File: config.mk
export PLATFORM = sky130hd
export DESIGN_NAME = line_sensor_pid_steering_core_flat
export DESIGN_NICKNAME = d
export VERILOG_FILES = /design/src/design/lsps_pkg.sv /design/src/design/lsps_sensor_if.sv /design/src/design/lsps_drive_if.sv /design/src/design/line_sensor_pid_steering_core.sv /design/src/flat_wrapper.sv
export SDC_FILE = /design/constraint.sdc
export NUM_CORES = 1
export LEC_CHECK = 0
export ABC_AREA = 1
export ABC_CLOCK_PERIOD_IN_PS = 16510
export BUFFER_PORTS_ARGS = -buffer_cell sky130_fd_sc_hd__buf_2
export CAP_MARGIN = 10
export CELL_PAD_IN_SITES_DETAIL_PLACEMENT = 1
export CELL_PAD_IN_SITES_GLOBAL_PLACEMENT = 1
export CORE_ASPECT_RATIO = 0.7
export CORE_MARGIN = 3
export CORE_UTILIZATION = 38
export DETAILED_ROUTE_END_ITERATION = 8
export PLACE_DENSITY_LB_ADDON = 0.1
export REMOVE_ABC_BUFFERS = 1
export SLEW_MARGIN = 15
export SYNTH_ARGS = -nofsm -noshare
export SYNTH_HDL_FRONTEND = slang
export SYNTH_SLANG_ARGS = --single-unit
File: constraint.sdc
create_clock -name clk -period 16.51 [get_ports clk]
set_clock_uncertainty 0.2 [all_clocks]
set_input_delay 0 -clock clk [delete_from_list [all_inputs] [get_ports clk]]
set_output_delay 0 -clock clk [all_outputs]
set_load 0.01 [all_outputs]
File: src/design/lsps_pkg.sv
`timescale 1ns / 1ps
// ----------------------------------------------------------------------------
// lsps_pkg: shared types and constants of the line sensor PID steering core
// Field widths, register indexes and register reset values.
// ----------------------------------------------------------------------------
package lsps_pkg;

	localparam int PATTERN_W = 8;
	localparam int DRIVE_W   = 16;
	localparam int ERROR_W   = 4;
	localparam int INTEG_W   = 11;
	localparam int CFG_IDX_W = 2;
	localparam int CFG_DAT_W = 15;
	localparam int KP_W      = 10;
	localparam int KD_W      = 8;
	localparam int ILIM_W    = 10;
	localparam int OLIM_W    = 15;

	typedef logic [CFG_IDX_W-1:0] cfg_idx_t;

	localparam cfg_idx_t CFG_PROP_GAIN      = 2'd0;
	localparam cfg_idx_t CFG_DERIV_GAIN     = 2'd1;
	localparam cfg_idx_t CFG_INTEGRAL_LIMIT = 2'd2;
	localparam cfg_idx_t CFG_OUTPUT_LIMIT   = 2'd3;

	localparam logic [KP_W-1:0]   KP_RESET   = 10'd250;
	localparam logic [KD_W-1:0]   KD_RESET   = 8'd2;
	localparam logic [ILIM_W-1:0] ILIM_RESET = 10'd500;
	localparam logic [OLIM_W-1:0] OLIM_RESET = 15'd5000;

	// Reciprocal of five for magnitudes below 1024: q = (m * 205) >> 10
	localparam logic [7:0] RECIP5      = 8'd205;
	localparam int         RECIP5_SHIFT = 10;

	typedef logic signed [ERROR_W-1:0] error_t;
	typedef logic signed [INTEG_W-1:0] integ_t;
	typedef logic signed [DRIVE_W-1:0] drive_t;

endpackage

File: src/design/lsps_sensor_if.sv
`timescale 1ns / 1ps
// ----------------------------------------------------------------------------
// lsps_sensor_if: sensor sample channel
// Valid/ready channel carrying one sample of the eight-sensor bar.
// ----------------------------------------------------------------------------
interface lsps_sensor_if import lsps_pkg::*; ();
	logic                 valid;
	logic                 ready;
	logic [PATTERN_W-1:0] sensor_pattern;
	logic                 sample_valid;

	modport source (output valid, output sensor_pattern, output sample_valid, input ready);
	modport sink   (input valid, input sensor_pattern, input sample_valid, output ready);
endinterface

File: src/design/lsps_drive_if.sv
`timescale 1ns / 1ps
// ----------------------------------------------------------------------------
// lsps_drive_if: steering drive channel
// Valid/ready channel carrying one steering result.
// ----------------------------------------------------------------------------
interface lsps_drive_if import lsps_pkg::*; ();
	logic   valid;
	logic   ready;
	drive_t steering_drive;
	error_t line_error;

	modport source (output valid, output steering_drive, output line_error, input ready);
	modport sink   (input valid, input steering_drive, input line_error, output ready);
endinterface

File: src/design/line_sensor_pid_steering_core.sv
`timescale 1ns / 1ps
// ----------------------------------------------------------------------------
// line_sensor_pid_steering_core: line sensor decode and positional PID
// Decodes each good sensor sample into a position error, keeps a clamped
// error integral and produces a saturated PID steering drive.
// ----------------------------------------------------------------------------
//
//  channel   dir  transfer when         payload
//  --------  ---  --------------------  ------------------------------------
//  sensor    in   valid && ready        sensor_pattern[7:0], sample_valid
//  drive     out  valid && ready        steering_drive[15:0], line_error[3:0]
//  cfg_*     in   cfg_we                cfg_index[1:0], cfg_wdata[14:0]
//
//  Three register stages: input (_s1), decode/integral (_s2), result (_q).
//  A good sample passes _s1 and _s2 into _q, where it shows up on the drive
//  channel; one sample is taken every cycle while the drive side keeps up.
//  A sample with sample_valid low is taken and dropped, no result.
//  Stalls: each stage advances when the one after it is empty or advancing,
//  so bubbles fill up before sensor.ready drops.
//  Reset (arst_n low) clears all valid bits, the error history, the
//  integral, and loads the register reset values.
//
module line_sensor_pid_steering_core import lsps_pkg::*; (
	input  logic                 clk,
	input  logic                 arst_n,
	lsps_sensor_if.sink          sensor,
	lsps_drive_if.source         drive,
	input  logic                 cfg_we,
	input  cfg_idx_t             cfg_index,
	input  logic [CFG_DAT_W-1:0] cfg_wdata
);

	// Configuration registers
	logic [KP_W-1:0]   kp_q;
	logic [KD_W-1:0]   kd_q;
	logic [ILIM_W-1:0] ilim_q;
	logic [OLIM_W-1:0] olim_q;

	// Controller state
	error_t prev_err_q;
	integ_t integ_q;

	// Pipeline
	logic                 v_s1;
	logic [PATTERN_W-1:0] pat_s1;
	logic                 v_s2;
	error_t               err_s2;
	logic signed [4:0]    derr_s2;
	integ_t               integ_s2;
	logic                 out_v_q;
	drive_t               drive_q;
	error_t               err_q;

	logic rdy_out, rdy_s2, rdy_s1;
	logic adv_s1;

	// Stage 1 decode
	error_t               e_c;
	logic signed [11:0]   isum_c;
	logic signed [11:0]   ilim_c;
	integ_t               integ_c;

	// Stage 2 arithmetic
	logic signed [15:0]   pe_c, de_c, qi_c, ri_c, b_c, q_c, olim_c, drv_c;
	logic [9:0]           mag_c;
	logic [17:0]          prod_c;
	logic [7:0]           qm_c;

	// --------------------------------------------------------------------
	// Handshake: ready ripples back from the drive side
	// --------------------------------------------------------------------
	assign rdy_out      = !out_v_q || drive.ready;
	assign rdy_s2       = !v_s2 || rdy_out;
	assign rdy_s1       = !v_s1 || rdy_s2;
	assign sensor.ready = rdy_s1;
	assign adv_s1       = v_s1 && rdy_s2;

	// --------------------------------------------------------------------
	// Configuration writes
	// --------------------------------------------------------------------
	always_ff @(posedge clk or negedge arst_n) begin
		if (!arst_n) begin
			kp_q   <= KP_RESET;
			kd_q   <= KD_RESET;
			ilim_q <= ILIM_RESET;
			olim_q <= OLIM_RESET;
		end else if (cfg_we) begin
			unique case (cfg_index)
				CFG_PROP_GAIN:      kp_q   <= cfg_wdata[KP_W-1:0];
				CFG_DERIV_GAIN:     kd_q   <= cfg_wdata[KD_W-1:0];
				CFG_INTEGRAL_LIMIT: ilim_q <= cfg_wdata[ILIM_W-1:0];
				CFG_OUTPUT_LIMIT:   olim_q <= cfg_wdata[OLIM_W-1:0];
			endcase
		end
	end

	// --------------------------------------------------------------------
	// Input register: keep only good samples
	// --------------------------------------------------------------------
	always_ff @(posedge clk or negedge arst_n) begin
		if (!arst_n) begin
			v_s1 <= 1'b0;
		end else if (rdy_s1) begin
			v_s1 <= sensor.valid && sensor.sample_valid;
		end
	end

	always_ff @(posedge clk) begin
		if (rdy_s1 && sensor.valid) begin
			pat_s1 <= sensor.sensor_pattern;
		end
	end

	// --------------------------------------------------------------------
	// Error decode, first match wins; no match keeps the last error
	// --------------------------------------------------------------------
	always_comb begin
		priority if (!pat_s1[4] || !pat_s1[3]) e_c = 4'sd0;
		else if (pat_s1 == 8'hDF)              e_c = -4'sd2;
		else if (pat_s1 == 8'h9F)              e_c = -4'sd3;
		else if (pat_s1 == 8'hFB)              e_c = 4'sd2;
		else if (pat_s1 == 8'hF9)              e_c = 4'sd3;
		else if (!pat_s1[5])                   e_c = -4'sd1;
		else if (!pat_s1[6])                   e_c = -4'sd2;
		else if (!pat_s1[1])                   e_c = 4'sd4;
		else                                   e_c = prev_err_q;
	end

	// Integral: add the error, clamp to +-integral_limit
	always_comb begin
		isum_c = 12'(integ_q) + 12'(e_c);
		ilim_c = $signed({2'b00, ilim_q});
		if (isum_c > ilim_c) begin
			integ_c = INTEG_W'(ilim_c);
		end else if (isum_c < -ilim_c) begin
			integ_c = INTEG_W'(-ilim_c);
		end else begin
			integ_c = INTEG_W'(isum_c);
		end
	end

	// State advances together with the item leaving stage 1
	always_ff @(posedge clk or negedge arst_n) begin
		if (!arst_n) begin
			prev_err_q <= '0;
			integ_q    <= '0;
			v_s2       <= 1'b0;
		end else begin
			if (adv_s1) begin
				prev_err_q <= e_c;
				integ_q    <= integ_c;
			end
			if (rdy_s2) begin
				v_s2 <= v_s1;
			end
		end
	end

	always_ff @(posedge clk) begin
		if (adv_s1) begin
			err_s2   <= e_c;
			derr_s2  <= 5'(e_c) - 5'(prev_err_q);
			integ_s2 <= integ_c;
		end
	end

	// --------------------------------------------------------------------
	// Drive: trunc((5*kp*e + I + 5*kd*d) / 5) = kp*e + kd*d + I/5, with a
	// one-step fixup when the remainder of I opposes the sign of the sum
	// --------------------------------------------------------------------
	always_comb begin
		pe_c   = $signed({6'b0, kp_q}) * 16'(err_s2);
		de_c   = $signed({8'b0, kd_q}) * 16'(derr_s2);
		mag_c  = integ_s2[INTEG_W-1] ? 10'(-integ_s2) : 10'(integ_s2);
		prod_c = 18'(mag_c) * 18'(RECIP5);
		qm_c   = prod_c[RECIP5_SHIFT +: 8];
		qi_c   = integ_s2[INTEG_W-1] ? -$signed({8'b0, qm_c}) : $signed({8'b0, qm_c});
		ri_c   = 16'(integ_s2) - ((qi_c <<< 2) + qi_c);
		b_c    = pe_c + de_c + qi_c;
		priority if (b_c > 16'sd0 && ri_c < 16'sd0) q_c = b_c - 16'sd1;
		else if (b_c < 16'sd0 && ri_c > 16'sd0)     q_c = b_c + 16'sd1;
		else                                        q_c = b_c;
		olim_c = $signed({1'b0, olim_q});
		if (q_c > olim_c) begin
			drv_c = olim_c;
		end else if (q_c < -olim_c) begin
			drv_c = -olim_c;
		end else begin
			drv_c = q_c;
		end
	end

	// --------------------------------------------------------------------
	// Result register: hold while the drive side stalls
	// --------------------------------------------------------------------
	always_ff @(posedge clk or negedge arst_n) begin
		if (!arst_n) begin
			out_v_q <= 1'b0;
		end else if (rdy_out) begin
			out_v_q <= v_s2;
		end
	end

	always_ff @(posedge clk) begin
		if (rdy_out && v_s2) begin
			drive_q <= drv_c;
			err_q   <= err_s2;
		end
	end

	assign drive.valid          = out_v_q;
	assign drive.steering_drive = drive_q;
	assign drive.line_error     = err_q;

endmodule

File: src/flat_wrapper.sv
// flat-port wrapper written by rule: the top's interface ports become plain ports
module line_sensor_pid_steering_core_flat import lsps_pkg::*;
  (clk, arst_n, cfg_we, cfg_index, cfg_wdata, sensor_valid, sensor_sensor_pattern, sensor_sample_valid, sensor_ready, drive_valid, drive_steering_drive, drive_line_error, drive_ready);
  lsps_sensor_if sensor_i ();
  lsps_drive_if drive_i ();
  input  logic clk;
  input  logic arst_n;
  input  logic cfg_we;
  input  cfg_idx_t cfg_index;
  input  logic [CFG_DAT_W-1:0] cfg_wdata;
  input wire logic [$bits(sensor_i.valid)-1:0] sensor_valid;
  input wire logic [$bits(sensor_i.sensor_pattern)-1:0] sensor_sensor_pattern;
  input wire logic [$bits(sensor_i.sample_valid)-1:0] sensor_sample_valid;
  output wire logic [$bits(sensor_i.ready)-1:0] sensor_ready;
  output wire logic [$bits(drive_i.valid)-1:0] drive_valid;
  output wire logic [$bits(drive_i.steering_drive)-1:0] drive_steering_drive;
  output wire logic [$bits(drive_i.line_error)-1:0] drive_line_error;
  input wire logic [$bits(drive_i.ready)-1:0] drive_ready;
  assign sensor_i.valid = sensor_valid;
  assign sensor_i.sensor_pattern = sensor_sensor_pattern;
  assign sensor_i.sample_valid = sensor_sample_valid;
  assign sensor_ready = sensor_i.ready;
  assign drive_valid = drive_i.valid;
  assign drive_steering_drive = drive_i.steering_drive;
  assign drive_line_error = drive_i.line_error;
  assign drive_i.ready = drive_ready;
  line_sensor_pid_steering_core u_core (.clk(clk), .arst_n(arst_n), .sensor(sensor_i), .drive(drive_i), .cfg_we(cfg_we), .cfg_index(cfg_index), .cfg_wdata(cfg_wdata));
endmodule
==> summary.txt <==
Outcome
  – Status: completed

Finish
  – Number of fill cells in the layout: 4705
  – Layout cells sized above 1: 8.42%
  – P&R area growth vs syn: 9.28%
  – Multi-input logic area: 9920 sq um
  – Core Util, Final: 42.3%
  – Commonest non-fill, non-tap cell in the layout: nand2_1
  – Seq. cell area: 2990 sq um
  – Most frequent cells in the layout: nand2_1, inv_1, ha_1
  – Nets: 2287

Die
  – Die height: 169 microns
  – Ports: 53
  – Row cnt: 59
  – Initial Util: 38.7%
  – DIE WIDTH: 239 microns
  – Core ar.: 37400 sq um
  – DIE AREA: 40500 sq um

CTS
  – Htree depth: 3
  – Setup Buffers After CTS: 0
  – CTS root buf: clkbuf_16
  – Clock slew at reported path FFs: 0.08 ns
  – CTS tree: yes
  – CTS Buf Count: 9
  – Clk Latency, worst-skew pair: 0.36 ns
  – CTS max path bufs: 2
  – TritonCTS Sinks: 109

Setup path
  – Worst r2r src: u_core.integ_s2[1]
  – Worst setup path class: reg2reg
  – Type of origin of the critical path: flip-flop
  – Reg2Reg Depth: 62
  – Worst Path Max Fanout: 18
  – Reg2reg setup slack: 4.10 ns
  – Setup crit end kind: flip-flop
  – Critical R2R Capture: u_core.drive.steering_drive[0]
  – Worst EP required: 16.44 ns
  – Most used cell, CP: inv_1
  – Worst EP arrival: 12.33 ns
  – Slowest stage delay, CP: 0.62 ns
  – Crit-path slowest cell: o21ai_0

Yosys
  – Seq/Total Area, Yosys: 20.7%
  – Synth async-reset ratio: 56.0%
  – Post-synthesis cell type count: 55
  – EDFF count, synth: 48
  – Leading area contributor after synthesis: ha_1
  – XOR/XNOR Fraction of Synth Area: 6.65%
  – Synth Warn #: 0
  – Mapped Cells: 1899
  – Mapped Avg Cell Area: 7.62 sq um
  – Synth Area in Compound Gates: 10.4%
  – Synth top area cells: ha_1, fa_1, nand2_1
  – Main combinational cell family by area after synthesis: adder cells
  – FF+latch count, synth: 109
  – Post-Synth Simple-Gate Area: 22.5%
  – Main synth FF type: edfxtp_1
  – Adder-cell share of the synthesized area: 29.0%
  – Synth top area share: 18.2%
  – Cell area after synthesis: 14500 sq um
  – Post-synthesis mux area share: 0%

Hold path
  – Hold path cells: 3
  – Hold endpoint: u_core.olim_q[12]
  – Min-delay worst type: in2reg
  – Hold_sp: cfg_index[1]

STA
  – Final hold violation count: 0
  – Final min period: 12.41 ns
  – Fin crit share: 75.1%
  – Fmax: 80.6 MHz
  – RSZ-0062 raised after global routing: false
  – Hold WS: 0.129 ns
  – Actual slew at the worst max-slew pin: 0.918 ns
  – Final Slew Violations: 0
  – Setup ws final: 4.10 ns
  – Setup TNS: 0 ns
  – Slew Limit Headroom: 38.2%
  – Finish-stage setup viols: 0

Route
  – Post-Route WL: 44900 microns
  – Via count: 12606
  – DRC Markers: 0
  – First-pass DRT Iterations: 5
  – Initial drt markers: 829
  – Routed Antenna Nets: 0
  – WL per Instance: 18.2 microns
  – DR vias/cell: 5.12

Placed design
  – Hpwl dp: 38100 microns
  – Pre-CTS setup slack: 4.19 ns
  – Routability Congestion: 0.906
  – IO Port Bufs: 52

Global route
  – First-pass GRT wire length: 73000 microns
  – Largest net degree at the start of global routing: 62
  – GRT overflow: 0
  – Total GRT Usage: 22.8%
  – Vias in the first global route: 13271
  – Initial antenna violation count: 0

Flow run
  – MaxCap Viol Count: 0
-- cell type report --
class | instances | share of cell area, %
Timing Repair Buffer | 88 | 3.81
Inverter | 369 | 8.82
Clock inverter | 7 | 0.364
Antenna cell | 1 | 0.0158
Sequential cell | 109 | 18.9
Tap cell | 488 | 3.86
Multi-Input combinational cell | 1390 | 62.8
Clock buffer | 9 | 1.42
-- per-layer routing --
layer,global-route usage [%],up-vias,part of all wire (%)
li1,-,6269,-
met1,36.3,6120,55
met2,33.5,206,40
met3,3.43,11,4.9
met4,1.94,0,0.37
met5,0,-,0
-- synthesized netlist by cell type, types with 2 or more instances --
cell type / count
o21bai_1: 14
nor4_1: 6
inv_1: 360
buf_6: 6
dfstp_2: 18
o211ai_1: 6
a31o_2: 2
nand2_1: 397
edfxtp_1: 48
nand3_1: 116
nand4_1: 20
clkinv_1: 2
o22ai_1: 5
clkbuf_1: 21
nand3b_1: 3
ha_1: 211
o31ai_1: 2
nand2_2: 14
a21oi_1: 108
o21a_1: 5
inv_4: 2
nand2_4: 9
a211oi_1: 4
nand3_2: 10
fa_1: 78
or2_2: 21
and3_1: 2
o2111ai_1: 2
nor3_1: 36
dfrtp_1: 43
inv_2: 4
xnor2_1: 22
o21ai_0: 97
a21boi_0: 2
xor2_1: 86
nor2_1: 88
buf_2: 3
a31oi_1: 5
a21o_1: 5
-- worst max path at each step --
stage	to	cells after the start	startpoint
3_5_place_dp	u_core.drive.steering_drive[0]	62	u_core.integ_s2[1]
4_1_cts	u_core.drive.steering_drive[0]	62	u_core.integ_s2[1]
6_report	u_core.drive.steering_drive[0]	62	u_core.integ_s2[1]
5_1_grt	u_core.drive.steering_drive[8]	57	u_core.integ_s2[1]
3_3_place_gp	u_core.drive.steering_drive[0]	63	u_core.integ_s2[1]
2_1_floorplan	u_core.drive.steering_drive[0]	60	u_core.integ_s2[10]
-- worst max-delay path: cells and delay by family, from the launching register on --
family | cells | cell delay (ns)
xor gates and xnor gates | 3 | 0.70
buffers and inverters | 10 | 1.09
adders and majority gates | 9 | 3.29
DFF | 1 | 0.44
AOI/OAI and AO/OA | 18 | 3.40
and+or+nand+nor | 22 | 3.03
-- per-stage QoR --
stage                     std cells  area (sq um)
after detailed placement       2415         15200
after global placement         2415         15200
after global routing           2460         15800
after CTS                      2460         15800
final                          2461         15800
after floorplan                1868         14300
-- state kept, by name, indices dropped and copies added, names as in the netlist --
name,cells
u_core.integ_s2,11
u_core.kp_q,10
u_core.ilim_q,10
u_core.olim_q,15
u_core.v_s1,1
u_core.drive.steering_drive,16
u_core.kd_q,8
u_core.derr_s2,5
u_core.drive.valid,1
u_core.drive.line_error,4
u_core.integ_q,11
u_core.prev_err_q,4
u_core.pat_s1,8
u_core.err_s2,4
u_core.v_s2,1
-- what timing repair did --
action	4_1_cts	5_1_grt
hold buffers	29	0
endpoints found under the hold margin	105	0
resized for setup	0	0
-- cells by family (layout without fill, tap and decap cells) --
| logic type | count (synthesis) | count (layout) |
|---|---|---|
| flops | 109 | 109 |
| fa+ha+maj | 289 | 289 |
| xor+xnor | 109 | 109 |
| compound gates | 265 | 265 |
| simple gates | 727 | 727 |
| buf+inv | 400 | 473 |
| other cells | 0 | 1 |
Power is left out: the tool's default activity adds up to more than one toggle a clock period on the data nets, which glitch-free logic cannot reach.
